**src/rtl/crrd_pkg.sv**
```systemverilog
// Shared types and constants for the credit-limited round-robin dispatcher.
// Used by crrd_outq, crrd_check, the top level and the testbench; no dependencies of its own.
package crrd_pkg;

    localparam int CHANNEL_COUNT_DEF  = 4;
    localparam int QUEUE_DEPTH_DEF    = 8;
    localparam int INFLIGHT_DEPTH_DEF = 16;

    localparam int TOTAL_CREDIT_EXTRA = 4;
    localparam int TYPE_CREDIT_EXTRA  = 2;
    localparam int QUEUE_CREDIT       = 2;
    localparam int ACTIVE_RESET       = 4;

    localparam logic [1:0] EV_SENT   = 2'd0;
    localparam logic [1:0] EV_DONE   = 2'd1;
    localparam logic [1:0] EV_REJECT = 2'd2;

    localparam logic [3:0] DEVICE_QID = 4'd8;

    typedef struct packed {
        logic [1:0] ev;
        logic [7:0] tag;
        logic [3:0] qid;
    } t_result;

    typedef struct packed {
        logic [7:0] tag;
        logic [3:0] qid;
        logic       typ;
    } t_flight;

    typedef struct packed {
        logic    push;
        logic    flush;
        t_result res;
    } t_emit_ctl;

endpackage

```
**src/rtl/crrd_ram.sv**
```systemverilog
// Generic single-clock RAM: one write port, one read port with registered data.
// No dependencies.
module crrd_ram #(
    parameter int WIDTH = 8,
    parameter int DEPTH = 8
) (
    input  logic                     i_clk,
    input  logic                     i_we,
    input  logic [$clog2(DEPTH)-1:0] i_waddr,
    input  logic [WIDTH-1:0]         i_wdata,
    input  logic                     i_re,
    input  logic [$clog2(DEPTH)-1:0] i_raddr,
    output logic [WIDTH-1:0]         o_rdata
);
    logic [WIDTH-1:0] r_mem [DEPTH];
    logic [WIDTH-1:0] r_rdata;

    always_ff @(posedge i_clk) begin
        if (i_we) begin
            r_mem[i_waddr] <= i_wdata;
        end
        if (i_re) begin
            r_rdata <= r_mem[i_raddr];
        end
    end

    assign o_rdata = r_rdata;
endmodule

```
**src/rtl/crrd_outq.sv**
```systemverilog
// Result holding stage and output register. One result is held back so that
// the final result of an input item can be marked last. Uses crrd_pkg.
module crrd_outq (
    input  logic               i_clk,
    input  logic               i_rst_n,
    input  crrd_pkg::t_emit_ctl i_ctl,
    output logic               o_room,
    output logic               o_m_tvalid,
    input  logic               i_m_tready,
    output crrd_pkg::t_result  o_res,
    output logic               o_last
);
    import crrd_pkg::*;

    logic    r_pv;
    logic    r_ov;
    logic    r_olast;
    t_result r_pend;
    t_result r_out;

    assign o_room = !r_pv || !r_ov || i_m_tready;

    always_ff @(posedge i_clk) begin
        if (!i_rst_n) begin
            r_pv <= 1'b0;
            r_ov <= 1'b0;
        end else if (i_ctl.push) begin
            if (r_pv) begin
                r_ov    <= 1'b1;
                r_out   <= r_pend;
                r_olast <= 1'b0;
            end else if (i_m_tready) begin
                r_ov <= 1'b0;
            end
            r_pend <= i_ctl.res;
            r_pv   <= 1'b1;
        end else if (i_ctl.flush && r_pv) begin
            r_ov    <= 1'b1;
            r_out   <= r_pend;
            r_olast <= 1'b1;
            r_pv    <= 1'b0;
        end else if (i_m_tready) begin
            r_ov <= 1'b0;
        end
    end

    assign o_m_tvalid = r_ov;
    assign o_res      = r_out;
    assign o_last     = r_olast;
endmodule

```
**src/rtl/credit_limited_round_robin_dispatch.sv**
```systemverilog
// Credit-limited round-robin dispatcher, top level: sequencer and state memories.
// Uses crrd_pkg, crrd_ram and crrd_outq.
//
// One input transaction is taken at a time. The sequencer takes and files a request
// or reads a response, checks the device queue and sends from it while credit allows,
// scans the channel queues in turn, sending from each one visited that has an entry
// and credit, and then ends the scan and closes the item. The pace is set by the
// single sequencer walking the queues, with one read port on each queue memory and
// on the in-flight memory. Results wait in a holding register, so the output side
// may stall; the sequencer then waits. The queue memories need no clearing after
// reset.
module credit_limited_round_robin_dispatch #(
    parameter int CHANNEL_COUNT  = crrd_pkg::CHANNEL_COUNT_DEF,
    parameter int QUEUE_DEPTH    = crrd_pkg::QUEUE_DEPTH_DEF,
    parameter int INFLIGHT_DEPTH = crrd_pkg::INFLIGHT_DEPTH_DEF
) (
    input  logic        i_clk,
    input  logic        i_rst_n,
    input  logic        i_cfg_we,
    input  logic [2:0]  i_cfg_wdata,  // active_channels
    input  logic        i_s_tvalid,
    output logic        o_s_tready,
    input  logic [15:0] i_s_tdata,    // channel[1:0], tag[9:2], zero[15:10]
    input  logic [2:0]  i_s_tuser,    // op[0], device_wide[1], is_channel_packet[2]
    output logic        o_m_tvalid,
    input  logic        i_m_tready,
    output logic [15:0] o_m_tdata,    // out_tag[7:0], queue_id[11:8], zero[15:12]
    output logic [1:0]  o_m_tuser,    // event_res[1:0]
    output logic        o_m_tlast
);
    import crrd_pkg::*;

    localparam int NQ  = 2 * CHANNEL_COUNT;
    localparam int QW  = $clog2(NQ);
    localparam int QXW = (QW > 4) ? QW : 4;
    localparam int RW  = QW + 1;
    localparam int PW  = $clog2(QUEUE_DEPTH);
    localparam int CW  = $clog2(QUEUE_DEPTH + 1);
    localparam int AW  = $clog2(NQ * QUEUE_DEPTH);
    localparam int FPW = $clog2(INFLIGHT_DEPTH);
    localparam int FCW = $clog2(INFLIGHT_DEPTH + 1);
    localparam int WCW = $clog2(NQ * QUEUE_DEPTH + QUEUE_DEPTH + 1);
    localparam int ACT_RST = (CHANNEL_COUNT < ACTIVE_RESET) ? CHANNEL_COUNT : ACTIVE_RESET;

    localparam logic [3:0] S_IDLE     = 4'd0;
    localparam logic [3:0] S_FILE     = 4'd1;
    localparam logic [3:0] S_RESP_RD  = 4'd2;
    localparam logic [3:0] S_RESP     = 4'd3;
    localparam logic [3:0] S_DEV      = 4'd4;
    localparam logic [3:0] S_DEV_SEND = 4'd5;
    localparam logic [3:0] S_SCAN     = 4'd6;
    localparam logic [3:0] S_SEND     = 4'd7;
    localparam logic [3:0] S_FIN      = 4'd8;

    logic [3:0]     r_state, n_state;
    logic [2:0]     r_ac;
    logic           r_dev, r_cp;
    logic [1:0]     r_ch;
    logic [7:0]     r_tag;
    logic [CW-1:0]  r_cnt  [NQ];
    logic [PW-1:0]  r_head [NQ];
    logic [1:0]     r_pq   [NQ];
    logic [3:0]     r_pt0, r_pt1;
    logic [QW-1:0]  r_rr;
    logic [RW-1:0]  r_j;
    logic [CW-1:0]  r_dcount;
    logic [PW-1:0]  r_dhead;
    logic [FCW-1:0] r_fcount;
    logic [FPW-1:0] r_fhead;
    logic [WCW-1:0] r_wait;

    logic [QXW-1:0] q_in_ext, fl_qid_ext;
    logic           q_in_ok, fl_q_ok;
    logic [QW-1:0]  q_sel;
    logic [CW-1:0]  cnt_sel;
    logic [PW-1:0]  head_sel;
    logic [1:0]     pq_sel;
    logic           total_ok, type0_ok, scan_type_ok, dev_can, scan_can;
    logic [RW-1:0]  queues;
    logic [QW-1:0]  rr_next;
    logic [CW:0]    cq_sum, dq_sum;
    logic [PW-1:0]  cq_tail, dq_tail;
    logic [FCW:0]   fl_sum;
    logic [FPW-1:0] fl_tail;
    logic           room, file_reject;
    t_flight        fl_rd;
    logic [12:0]    fl_rdata;
    logic [7:0]     cq_rdata, dq_rdata;
    logic           cq_we, cq_re, dq_we, dq_re, fl_we, fl_re;
    logic [AW-1:0]  cq_waddr, cq_raddr;
    t_flight        fl_wdata;
    t_emit_ctl      emit;
    t_result        out_res;

    assign fl_rd      = t_flight'(fl_rdata);
    assign q_in_ext   = QXW'({r_ch, r_cp});
    assign q_in_ok    = ({1'b0, r_ch} < r_ac) && (q_in_ext < QXW'(NQ));
    assign fl_qid_ext = QXW'(fl_rd.qid);
    assign fl_q_ok    = (fl_rd.qid != DEVICE_QID) && (fl_qid_ext < QXW'(NQ));

    always_comb begin
        unique case (r_state)
            S_FILE:  q_sel = q_in_ext[QW-1:0];
            S_RESP:  q_sel = fl_qid_ext[QW-1:0];
            default: q_sel = r_rr;
        endcase
    end

    assign cnt_sel  = r_cnt[q_sel];
    assign head_sel = r_head[q_sel];
    assign pq_sel   = r_pq[q_sel];

    assign total_ok = (8'(r_fcount) < 8'(INFLIGHT_DEPTH)) &&
                      (8'(r_fcount) < 8'({r_ac, 1'b0}) + 8'(TOTAL_CREDIT_EXTRA));
    assign type0_ok = r_pt0 < 4'(r_ac) + 4'(TYPE_CREDIT_EXTRA);
    assign scan_type_ok = (r_rr[0] ? r_pt1 : r_pt0) < 4'(r_ac) + 4'(TYPE_CREDIT_EXTRA);
    assign dev_can  = (r_dcount != '0) && total_ok && type0_ok;
    assign scan_can = (cnt_sel != '0) && total_ok && scan_type_ok &&
                      (pq_sel < 2'(QUEUE_CREDIT));

    assign queues  = RW'({r_ac, 1'b0});
    assign rr_next = (RW'(r_rr) + RW'(1) == queues) ? '0 : r_rr + QW'(1);

    // Ring positions of the queue tails.
    assign cq_sum  = (CW+1)'(head_sel) + (CW+1)'(cnt_sel);
    assign cq_tail = (cq_sum >= (CW+1)'(QUEUE_DEPTH)) ?
                     PW'(cq_sum - (CW+1)'(QUEUE_DEPTH)) : PW'(cq_sum);
    assign dq_sum  = (CW+1)'(r_dhead) + (CW+1)'(r_dcount);
    assign dq_tail = (dq_sum >= (CW+1)'(QUEUE_DEPTH)) ?
                     PW'(dq_sum - (CW+1)'(QUEUE_DEPTH)) : PW'(dq_sum);
    assign fl_sum  = (FCW+1)'(r_fhead) + (FCW+1)'(r_fcount);
    assign fl_tail = (fl_sum >= (FCW+1)'(INFLIGHT_DEPTH)) ?
                     FPW'(fl_sum - (FCW+1)'(INFLIGHT_DEPTH)) : FPW'(fl_sum);

    assign cq_waddr = AW'(q_sel) * AW'(QUEUE_DEPTH) + AW'(cq_tail);
    assign cq_raddr = AW'(q_sel) * AW'(QUEUE_DEPTH) + AW'(head_sel);

    assign file_reject = r_dev ? (r_dcount >= CW'(QUEUE_DEPTH))
                               : (!q_in_ok || cnt_sel >= CW'(QUEUE_DEPTH));

    assign cq_we = (r_state == S_FILE) && !r_dev && !file_reject;
    assign dq_we = (r_state == S_FILE) && r_dev && !file_reject;
    assign cq_re = (r_state == S_SCAN) && (r_j < queues) && (r_wait != '0) && scan_can;
    assign dq_re = (r_state == S_DEV) && dev_can;
    assign fl_re = (r_state == S_RESP_RD) && (r_fcount != '0);
    assign fl_we = ((r_state == S_DEV_SEND) || (r_state == S_SEND)) && room;

    always_comb begin
        fl_wdata.tag = cq_rdata;
        fl_wdata.qid = 4'(r_rr);
        fl_wdata.typ = r_rr[0];
        if (r_state == S_DEV_SEND) begin
            fl_wdata.tag = dq_rdata;
            fl_wdata.qid = DEVICE_QID;
            fl_wdata.typ = 1'b0;
        end
    end

    always_comb begin
        emit.push  = 1'b0;
        emit.flush = 1'b0;
        emit.res   = '{ev: EV_SENT, tag: cq_rdata, qid: 4'(r_rr)};
        unique case (r_state)
            S_FILE: begin
                emit.push = file_reject && room;
                emit.res  = '{ev: EV_REJECT, tag: r_tag,
                              qid: r_dev ? DEVICE_QID : 4'({r_ch, r_cp})};
            end
            S_RESP: begin
                emit.push = room;
                emit.res  = '{ev: EV_DONE, tag: fl_rd.tag, qid: fl_rd.qid};
            end
            S_DEV_SEND: begin
                emit.push = room;
                emit.res  = '{ev: EV_SENT, tag: dq_rdata, qid: DEVICE_QID};
            end
            S_SEND:  emit.push = room;
            // The held result may only move on once the output register is free.
            S_FIN:   emit.flush = room;
            default: emit.push = 1'b0;
        endcase
    end

    always_comb begin
        n_state = r_state;
        unique case (r_state)
            S_IDLE:     if (i_s_tvalid) n_state = i_s_tuser[0] ? S_RESP_RD : S_FILE;
            S_FILE:     if (!file_reject || room) n_state = S_DEV;
            S_RESP_RD:  n_state = (r_fcount != '0) ? S_RESP : S_DEV;
            S_RESP:     if (room) n_state = S_DEV;
            S_DEV:      n_state = dev_can ? S_DEV_SEND : S_SCAN;
            S_DEV_SEND: if (room) n_state = S_DEV;
            S_SCAN: begin
                if (!((r_j < queues) && (r_wait != '0))) n_state = S_FIN;
                else if (scan_can) n_state = S_SEND;
            end
            S_SEND:     if (room) n_state = S_SCAN;
            S_FIN:      if (room) n_state = S_IDLE;
            default:    n_state = S_IDLE;
        endcase
    end

    always_ff @(posedge i_clk) begin
        if (r_state == S_IDLE && i_s_tvalid) begin
            r_dev <= i_s_tuser[1];
            r_cp  <= i_s_tuser[2];
            r_ch  <= i_s_tdata[1:0];
            r_tag <= i_s_tdata[9:2];
        end
    end

    always_ff @(posedge i_clk) begin
        if (!i_rst_n) begin
            r_state  <= S_IDLE;
            r_ac     <= 3'(ACT_RST);
            r_pt0    <= '0;
            r_pt1    <= '0;
            r_rr     <= '0;
            r_j      <= '0;
            r_dcount <= '0;
            r_dhead  <= '0;
            r_fcount <= '0;
            r_fhead  <= '0;
            r_wait   <= '0;
            for (int i = 0; i < NQ; i++) begin
                r_cnt[i]  <= '0;
                r_head[i] <= '0;
                r_pq[i]   <= '0;
            end
        end else begin
            r_state <= n_state;
            if (i_cfg_we) begin
                if (i_cfg_wdata == 3'd0) r_ac <= 3'd1;
                else if (int'(i_cfg_wdata) > CHANNEL_COUNT) r_ac <= 3'(CHANNEL_COUNT);
                else r_ac <= i_cfg_wdata;
            end
            unique case (r_state)
                S_FILE: begin
                    if (!file_reject) begin
                        r_wait <= r_wait + WCW'(1);
                        if (r_dev) r_dcount <= r_dcount + CW'(1);
                        else r_cnt[q_sel] <= cnt_sel + CW'(1);
                    end
                end
                S_RESP: begin
                    if (room) begin
                        if (fl_q_ok) begin
                            if (fl_rd.typ) begin
                                if (r_pt1 != '0) r_pt1 <= r_pt1 - 4'd1;
                            end else begin
                                if (r_pt0 != '0) r_pt0 <= r_pt0 - 4'd1;
                            end
                            if (pq_sel != '0) r_pq[q_sel] <= pq_sel - 2'd1;
                        end
                        r_fhead  <= (r_fhead == FPW'(INFLIGHT_DEPTH - 1)) ? '0
                                                                           : r_fhead + FPW'(1);
                        r_fcount <= r_fcount - FCW'(1);
                    end
                end
                S_DEV: begin
                    if (!dev_can) begin
                        // A shrunk channel count can leave the pointer out of range.
                        if (RW'(r_rr) >= queues) r_rr <= '0;
                        r_j <= '0;
                    end
                end
                S_DEV_SEND: begin
                    if (room) begin
                        r_fcount <= r_fcount + FCW'(1);
                        r_dhead  <= (r_dhead == PW'(QUEUE_DEPTH - 1)) ? '0 : r_dhead + PW'(1);
                        r_dcount <= r_dcount - CW'(1);
                        r_wait   <= r_wait - WCW'(1);
                    end
                end
                S_SCAN: begin
                    if ((r_j < queues) && (r_wait != '0) && !scan_can) begin
                        r_j  <= r_j + RW'(1);
                        r_rr <= rr_next;
                    end
                end
                S_SEND: begin
                    if (room) begin
                        if (r_rr[0]) r_pt1 <= r_pt1 + 4'd1;
                        else r_pt0 <= r_pt0 + 4'd1;
                        r_pq[q_sel]   <= pq_sel + 2'd1;
                        r_fcount      <= r_fcount + FCW'(1);
                        r_head[q_sel] <= (head_sel == PW'(QUEUE_DEPTH - 1)) ? '0
                                                                           : head_sel + PW'(1);
                        r_cnt[q_sel]  <= cnt_sel - CW'(1);
                        r_wait        <= r_wait - WCW'(1);
                        // A send restarts the visit count for a full lap.
                        r_j  <= RW'(1);
                        r_rr <= rr_next;
                    end
                end
                default: r_j <= r_j;
            endcase
        end
    end

    crrd_ram #(.WIDTH(8), .DEPTH(NQ * QUEUE_DEPTH)) u_chq (
        .i_clk   (i_clk),
        .i_we    (cq_we),
        .i_waddr (cq_waddr),
        .i_wdata (r_tag),
        .i_re    (cq_re),
        .i_raddr (cq_raddr),
        .o_rdata (cq_rdata)
    );

    crrd_ram #(.WIDTH(8), .DEPTH(QUEUE_DEPTH)) u_devq (
        .i_clk   (i_clk),
        .i_we    (dq_we),
        .i_waddr (dq_tail),
        .i_wdata (r_tag),
        .i_re    (dq_re),
        .i_raddr (r_dhead),
        .o_rdata (dq_rdata)
    );

    crrd_ram #(.WIDTH(13), .DEPTH(INFLIGHT_DEPTH)) u_flight (
        .i_clk   (i_clk),
        .i_we    (fl_we),
        .i_waddr (fl_tail),
        .i_wdata (fl_wdata),
        .i_re    (fl_re),
        .i_raddr (r_fhead),
        .o_rdata (fl_rdata)
    );

    crrd_outq u_outq (
        .i_clk      (i_clk),
        .i_rst_n    (i_rst_n),
        .i_ctl      (emit),
        .o_room     (room),
        .o_m_tvalid (o_m_tvalid),
        .i_m_tready (i_m_tready),
        .o_res      (out_res),
        .o_last     (o_m_tlast)
    );

    assign o_s_tready = (r_state == S_IDLE);
    assign o_m_tdata  = {4'b0, out_res.qid, out_res.tag};
    assign o_m_tuser  = out_res.ev;
endmodule

```
**config.mk**
```make
export PLATFORM = sky130hd
export DESIGN_NAME = credit_limited_round_robin_dispatch
export DESIGN_NICKNAME = d
export VERILOG_FILES = /design/src/rtl/crrd_pkg.sv /design/src/rtl/crrd_ram.sv /design/src/rtl/crrd_outq.sv /design/src/rtl/credit_limited_round_robin_dispatch.sv
export SDC_FILE = /design/constraint.sdc
export NUM_CORES = 1
export LEC_CHECK = 0
export BUFFER_PORTS_ARGS = -buffer_cell sky130_fd_sc_hd__buf_4
export CAP_MARGIN = 10
export CORE_MARGIN = 10
export CORE_UTILIZATION = 58
export CTS_CLUSTER_DIAMETER = 60
export DETAILED_ROUTE_END_ITERATION = 16
export GPL_TIMING_DRIVEN = 1
export PLACE_DENSITY = 0.74
export SKIP_LAST_GASP = 1
export SLEW_MARGIN = 25
export SYNTH_ARGS = -nofsm -noshare
export SYNTH_HDL_FRONTEND = slang
export SYNTH_SLANG_ARGS = --single-unit
```
**constraint.sdc**
```tcl
create_clock -name i_clk -period 5.52 [get_ports i_clk]
set_clock_uncertainty 0.2 [all_clocks]
set_input_delay 0.828 -clock i_clk [delete_from_list [all_inputs] [get_ports i_clk]]
set_output_delay 0.828 -clock i_clk [all_outputs]
set_load 0.03 [all_outputs]
```
Word-level counts from Yosys, hierarchy flattened
Memories as Yosys holds them, arrays and structs flattened. A register that Yosys moved wholly into a read port is not among the register bits.
Index checks and enable logic that the tools add are counted.
- output and inout port bits: 21
- register bits: 88
- memory bits (read-only): 0
- bits of input ports: 27
- latch bits: 0
- memory bits (writable): 856
- memories: 6
- word-level logic and storage cells: 286
- div/mod/pow operators: 0
- shift operators: 0
- muxes and demuxes: 106
- bitwise gates (word level): 2
- add/subtract/negate cells: 30
- magnitude comparators: 16
- reduce and logical (&&, ||, !) cells: 67
- equality and inequality tests: 35
- $mul: 0
- memories (name ; depth ; width ; read ports ; clocked after Yosys merged registers in ; wr ports ; line ; source):
    u_chq.r_mem ; 64 ; 8 ; 1 ; 1 ; 1 ; crrd_ram.sv:15 ; logic [WIDTH-1:0] r_mem [DEPTH];
    u_flight.r_mem ; 16 ; 13 ; 1 ; 1 ; 1 ; crrd_ram.sv:15 ;
    u_devq.r_mem ; 8 ; 8 ; 1 ; 1 ; 1 ; crrd_ram.sv:15 ;
    r_cnt ; 8 ; 4 ; 1 ; 0 ; 8 ; credit_limited_round_robin_dispatch.sv:60 ; logic [CW-1:0] r_cnt [NQ];
    r_head ; 8 ; 3 ; 1 ; 0 ; 8 ; credit_limited_round_robin_dispatch.sv:61 ; logic [PW-1:0] r_head [NQ];
    r_pq ; 8 ; 2 ; 1 ; 0 ; 8 ; credit_limited_round_robin_dispatch.sv:62 ; logic [1:0] r_pq [NQ];
- operators with widths (kind ; number):
    two-way mux 4 bit ; 31
    two-way mux 3 bit ; 16
    two-way mux 14 bit ; 3
    case mux 14 bit (3 select lines) ; 1
    two-way mux 1 bit ; 36
    case mux 4 bit (8 select lines) ; 1
    != test 2 bit, second input constant ; 14
    adder 4 x 1 -> 4 bit, second input constant ; 6
    case mux 4 bit (2 select lines) ; 3
    logical AND 1 bit ; 23
    subtractor 4 x 1 -> 4 bit, second input constant ; 5
    equality test 4 x 3 -> 1 bit, second input constant ; 4
    nonzero test 4 bit ; 4
    two-way mux 7 bit ; 2
    != test 2 x 1 -> 1 bit, second input constant ; 7
    case mux 7 bit (2 select lines) ; 1
    AND reduction 7 bit ; 2
    two-way mux 13 bit ; 1
    adder 6 x 3 -> 6 bit ; 2
    less-than comparator 4 bit ; 3
    case mux 4 bit (3 select lines) ; 1
    nonzero test 2 bit ; 6
    adder 3 x 4 -> 5 bit ; 2
    >= comparator 5 x 4 -> 1 bit, second input constant ; 2
    51 further kinds ; 80

Depth between registers and ports, before layout
An unclocked memory read counts as a cell.
- depth after elaboration: 13
- mapped depth: 19
- gate-level depth less buffers: 14

By module
Synthesis repeated with hierarchy kept, for this count alone.
- cells, all modules: 2336
- area total of the unflattened synthesis: 40575.2 um^2
- modules (own cells, without submodules) (module ; sequential area each (um^2) ; area each (um^2) ; times used ; cells each):
    crrd_ram at u_chq ; 15615.0 ; 20246.9 ; 1 ; 940
    crrd_ram at u_flight ; 6636.4 ; 8373.0 ; 1 ; 355
    credit_limited_round_robin_dispatch ; 3423.3 ; 8220.4 ; 1 ; 888
    crrd_ram at u_devq ; 2162.1 ; 2771.4 ; 1 ; 114
    crrd_outq ; 910.9 ; 963.4 ; 1 ; 39

Least setup slack after synthesis
Ideal clock, no wire load.
- kind: register to register
- start point: register r_state[3]
- end point: memory u_chq.r_mem[18][0], in the netlist u_chq.r_mem[9][0] (enable)
- library setup time: 371 ps
- cell stages (with the launch flop): 20
- buffers on the path: 7
- required time: 4949 ps
- clock period less this slack: 5061 ps
- arrival time: 4490 ps
- path slack: 459 ps
- cells stage by stage: dfxtp_1 -> buf_2 -> nor3b_4 -> buf_6 -> mux2_4 -> buf_6 -> nand2_1 -> o22ai_1 -> nor2_2 -> inv_2 -> buf_2 -> buf_2 -> clkbuf_1 -> ha_1 -> fa_1 -> xnor2_1 -> xnor2_1 -> or3b_2 -> clkbuf_1 -> nor2_1
- word-level cells in the longest chain between the ends: 10
- elaborated cells between the ends (all ways): 18
- those cells by class: add/sub: 3; order compare: 2; eq/ne: 2; mux: 5; reduce/logical: 4; memory: 2
- ends and longest elaborated chain (what ; line ; source):
    start, declared ; credit_limited_round_robin_dispatch.sv:55 ; logic [3:0] r_state, n_state;
    start signal, assigned ; credit_limited_round_robin_dispatch.sv:231 ; r_state <= n_state;
    parallel branches: the longest is 10 deep, another holds adder 6 x 3 -> 6 bit ; -- ;
    end, declared ; crrd_ram.sv:15 ;
Several ways; the timed one is not identified.

Final worst setup path
- start point: register r_state[0]
- end point: memory u_chq.r_mem[0][2] (enable)
The elaborated chain is that of the path after synthesis.

==> key figures <==
Status
  – Outcome: finished, final reports clean

Timing
  – Hold Slack: 0.1580 ns
  – Final setup vio count: 0
  – RSZ-0062 raised after global routing: yes
  – Final slew viol count: 0
  – Fmax: 190.7 MHz
  – Final min period: 5.243 ns
  – Final worst slack: 0.2772 ns
  – Slew HR: 29.19%
  – Worst Tran Pin Value: 1.052 ns
  – Final period util: 94.98%
  – Final setup TNS: 0 ns
  – Number of hold violations in the final report: 0

Die
  – Initial Util: 58.88%
  – Area of the core: 67510 um^2
  – Die H: 281.8 um
  – Die width: 281.8 um
  – Row cnt: 95
  – I/O pin count: 48
  – Die area: 79420 um^2

Global routing
  – Total GRT Usage: 24.46%
  – Initial antenna violation count: 3
  – Vias in the first global route: 24100
  – GRT Residual Overflow: 0
  – Largest net degree at the start of global routing: 98
  – First-pass GRT wire length: 146700 um

Finish
  – Sequential cell area: 28240 um^2
  – NumNets Final: 2840
  – Most frequent cells in the layout: edfxtp_1, nand2_1, nor2_1, mux2i_1, buf_4
  – Commonest non-fill, non-tap cell in the layout: edfxtp_1
  – Multi-input gate area: 10830 um^2
  – Synth-to-Final Area Change: 12.02%
  – Fin cells: 3711
  – Fraction of layout cells with a size suffix above 1: 15.51%
  – Cell area after layout: 44530 um^2
  – # fillers: 4499
  – Finished Core Util: 65.96%

Synth
  – FF+latch count, synth: 956
  – Syn. warnings: 0
  – Post-synthesis sequential area ratio: 71.03%
  – Syn Inst Count: 2631
  – Primary FF master, synth: edfxtp_1
  – EDFF count, synth: 909
  – Cell Area, Synth: 39760 um^2
  – Async SR Flop Fraction: 0%
  – Syn avg cell area: 15.11 um^2
  – Distinct cells, synth: 79

Clock network
  – CTS Buffer Depth: 3
  – Post-CTS sizing: 0
  – Root Buffer: clkbuf_16
  – CTS Sinks: 956
  – # H-tree levels: 3
  – CTS Buf Count: 95
  – Worst-skew pair later-pin latency: 0.65 ns
  – Hold buffers post-CTS: 0
  – TritonCTS clock tree: built
  – Setup Buffers After CTS: 0
  – Worst-path clk slew: 0.06 ns

Drt
  – Residual DRC: 0
  – Routed Antenna Nets: 0
  – Vias per inst: 6.468
  – Avg WL per Cell: 26.20 um
  – Initial DRC count: 3294
  – Pre-antenna DRT Iters: 8
  – Final wirelength: 97230 um
  – Via Count: 24000

Setup path
  – Setup CP Type: reg -> reg
  – Data required, critical path: 5.57 ns
  – Worst Setup Start Kind: flop
  – Critical-path maximum fanout: 21
  – Crit path arrival time: 5.29 ns
  – Worst setup EP type: flop

Pwr
  – P_leak: 15.65 nW
  – VDD IR max: 308.8 uV
  – Pwr/cell area: 450.0 nW/um^2
  – Total power: 20.04 mW

Placed design
  – Worst slack, placed: 0.3139 ns
  – Port bufs: 37
  – GPL Wtd Cong: 0.9341
  – Placed Area: 41580 um^2
  – Dpl cells: 3537
  – Detailed placement HPWL: 60140 um

Worst hold path
  – Min-Delay Path Class: in -> reg

Job
  – Max-cap violations: 0
-- cells in the mapped netlist, drive strengths merged, types with 15 or more instances --
cell type / n / area share [%]
mux4: 78 / 4.4
nand2: 312 / 2.9
a21boi: 16 / 0.30
buf: 77 / 1.1
o22ai: 70 / 1.1
nor2: 210 / 2.0
nand3: 79 / 0.99
nor2b: 16 / 0.25
a21oi: 92 / 1.2
clkbuf: 62 / 0.59
nor4: 21 / 0.33
mux2: 26 / 0.78
a21o: 15 / 0.28
ha: 43 / 1.4
and3: 34 / 0.54
dfxtp: 47 / 2.4
inv: 36 / 0.35
mux2i: 200 / 5.1
o21ai: 70 / 0.88
edfxtp: 909 / 69
xnor2: 32 / 0.70
-- where the power goes --
part | internal [mW] | switching, mW | total (mW)
Sequential | 8.48 | 0.133 | 8.62
Combinational | 1.73 | 3.59 | 5.32
Clock | 3.45 | 2.65 | 6.10
-- critical path, cell delays in order (launching register included) --
cell,delay (ns)
dfxtp_1,0.47
nor3b_4,0.44
buf_4,0.26
mux2_4,0.45
nand2_1,0.29
nor3_1,0.08
buf_4,0.17
or4b_1,0.59
inv_4,0.09
fa_1,0.52
nor2_1,0.19
nand2b_1,0.33
nor2_1,0.76
-- final timing paths --
| kind | startpoint | to | slack (ns) | depth (start not counted) |
|---|---|---|---|---|
| setup / recovery | r_state[0] | u_chq.r_mem[0][2] | 0.28 | 12 |
| hold / removal | i_s_tdata[8] | r_tag[6] | 0.16 | 1 |
| setup reg to reg | r_state[0] | u_chq.r_mem[0][2] | 0.28 | 12 |
| hold reg to reg | u_outq.r_pend[3] | u_outq.o_res[3] | 0.22 | 0 |
-- flip-flops by register name, indices dropped and copies added (netlist names), 4 cells and up --
name,flops
r_cnt,32
r_dcount,4
r_fcount,5
r_fhead,4
r_head,24
r_j,4
r_pq,16
r_pt0,4
r_pt1,4
r_state,4
r_tag,8
r_wait,7
u_chq.o_rdata,8
u_chq.r_mem,512
u_devq.o_rdata,8
u_devq.r_mem,64
u_flight.o_rdata,12
u_flight.r_mem,192
u_outq.o_res,14
u_outq.r_pend,14
-- final cells by class --
type,count,area share [%]
flip-flops and latches,956,63.42
multi-input cells,1503,24.31
clock buffers,122,5.661
repair buffers,169,2.970
well taps,873,2.453
clock inverters,51,0.8710
inverters,36,0.3119
diodes,1,0.005619
-- layer usage --
layer	routed length (um)	global-route usage (%)	up-vias
met2	46570	38.74	1443
met1	37300	33.20	11970
met4	3397	9.351	0
met5	0	0	-
met3	9957	5.067	249
li1	-	-	10340
-- cell families (layout without fill, tap and decap cells) --
kind of cell / after synthesis / count (layout) / synth area share (%)
flip-flops: 956 / 956 / 71.03
AND/OR/NAND/NOR: 752 / 752 / 8.384
AO/OA/AOI/OAI: 351 / 351 / 5.627
multiplexers: 304 / 304 / 10.26
buffers and inverters: 175 / 378 / 2.008
adder cells (fa/ha/maj): 52 / 52 / 1.807
XOR/XNOR: 40 / 40 / 0.8812
other: 1 / 5 / 0.009433
No activity file was read; power rests on OpenSTA's default activity.
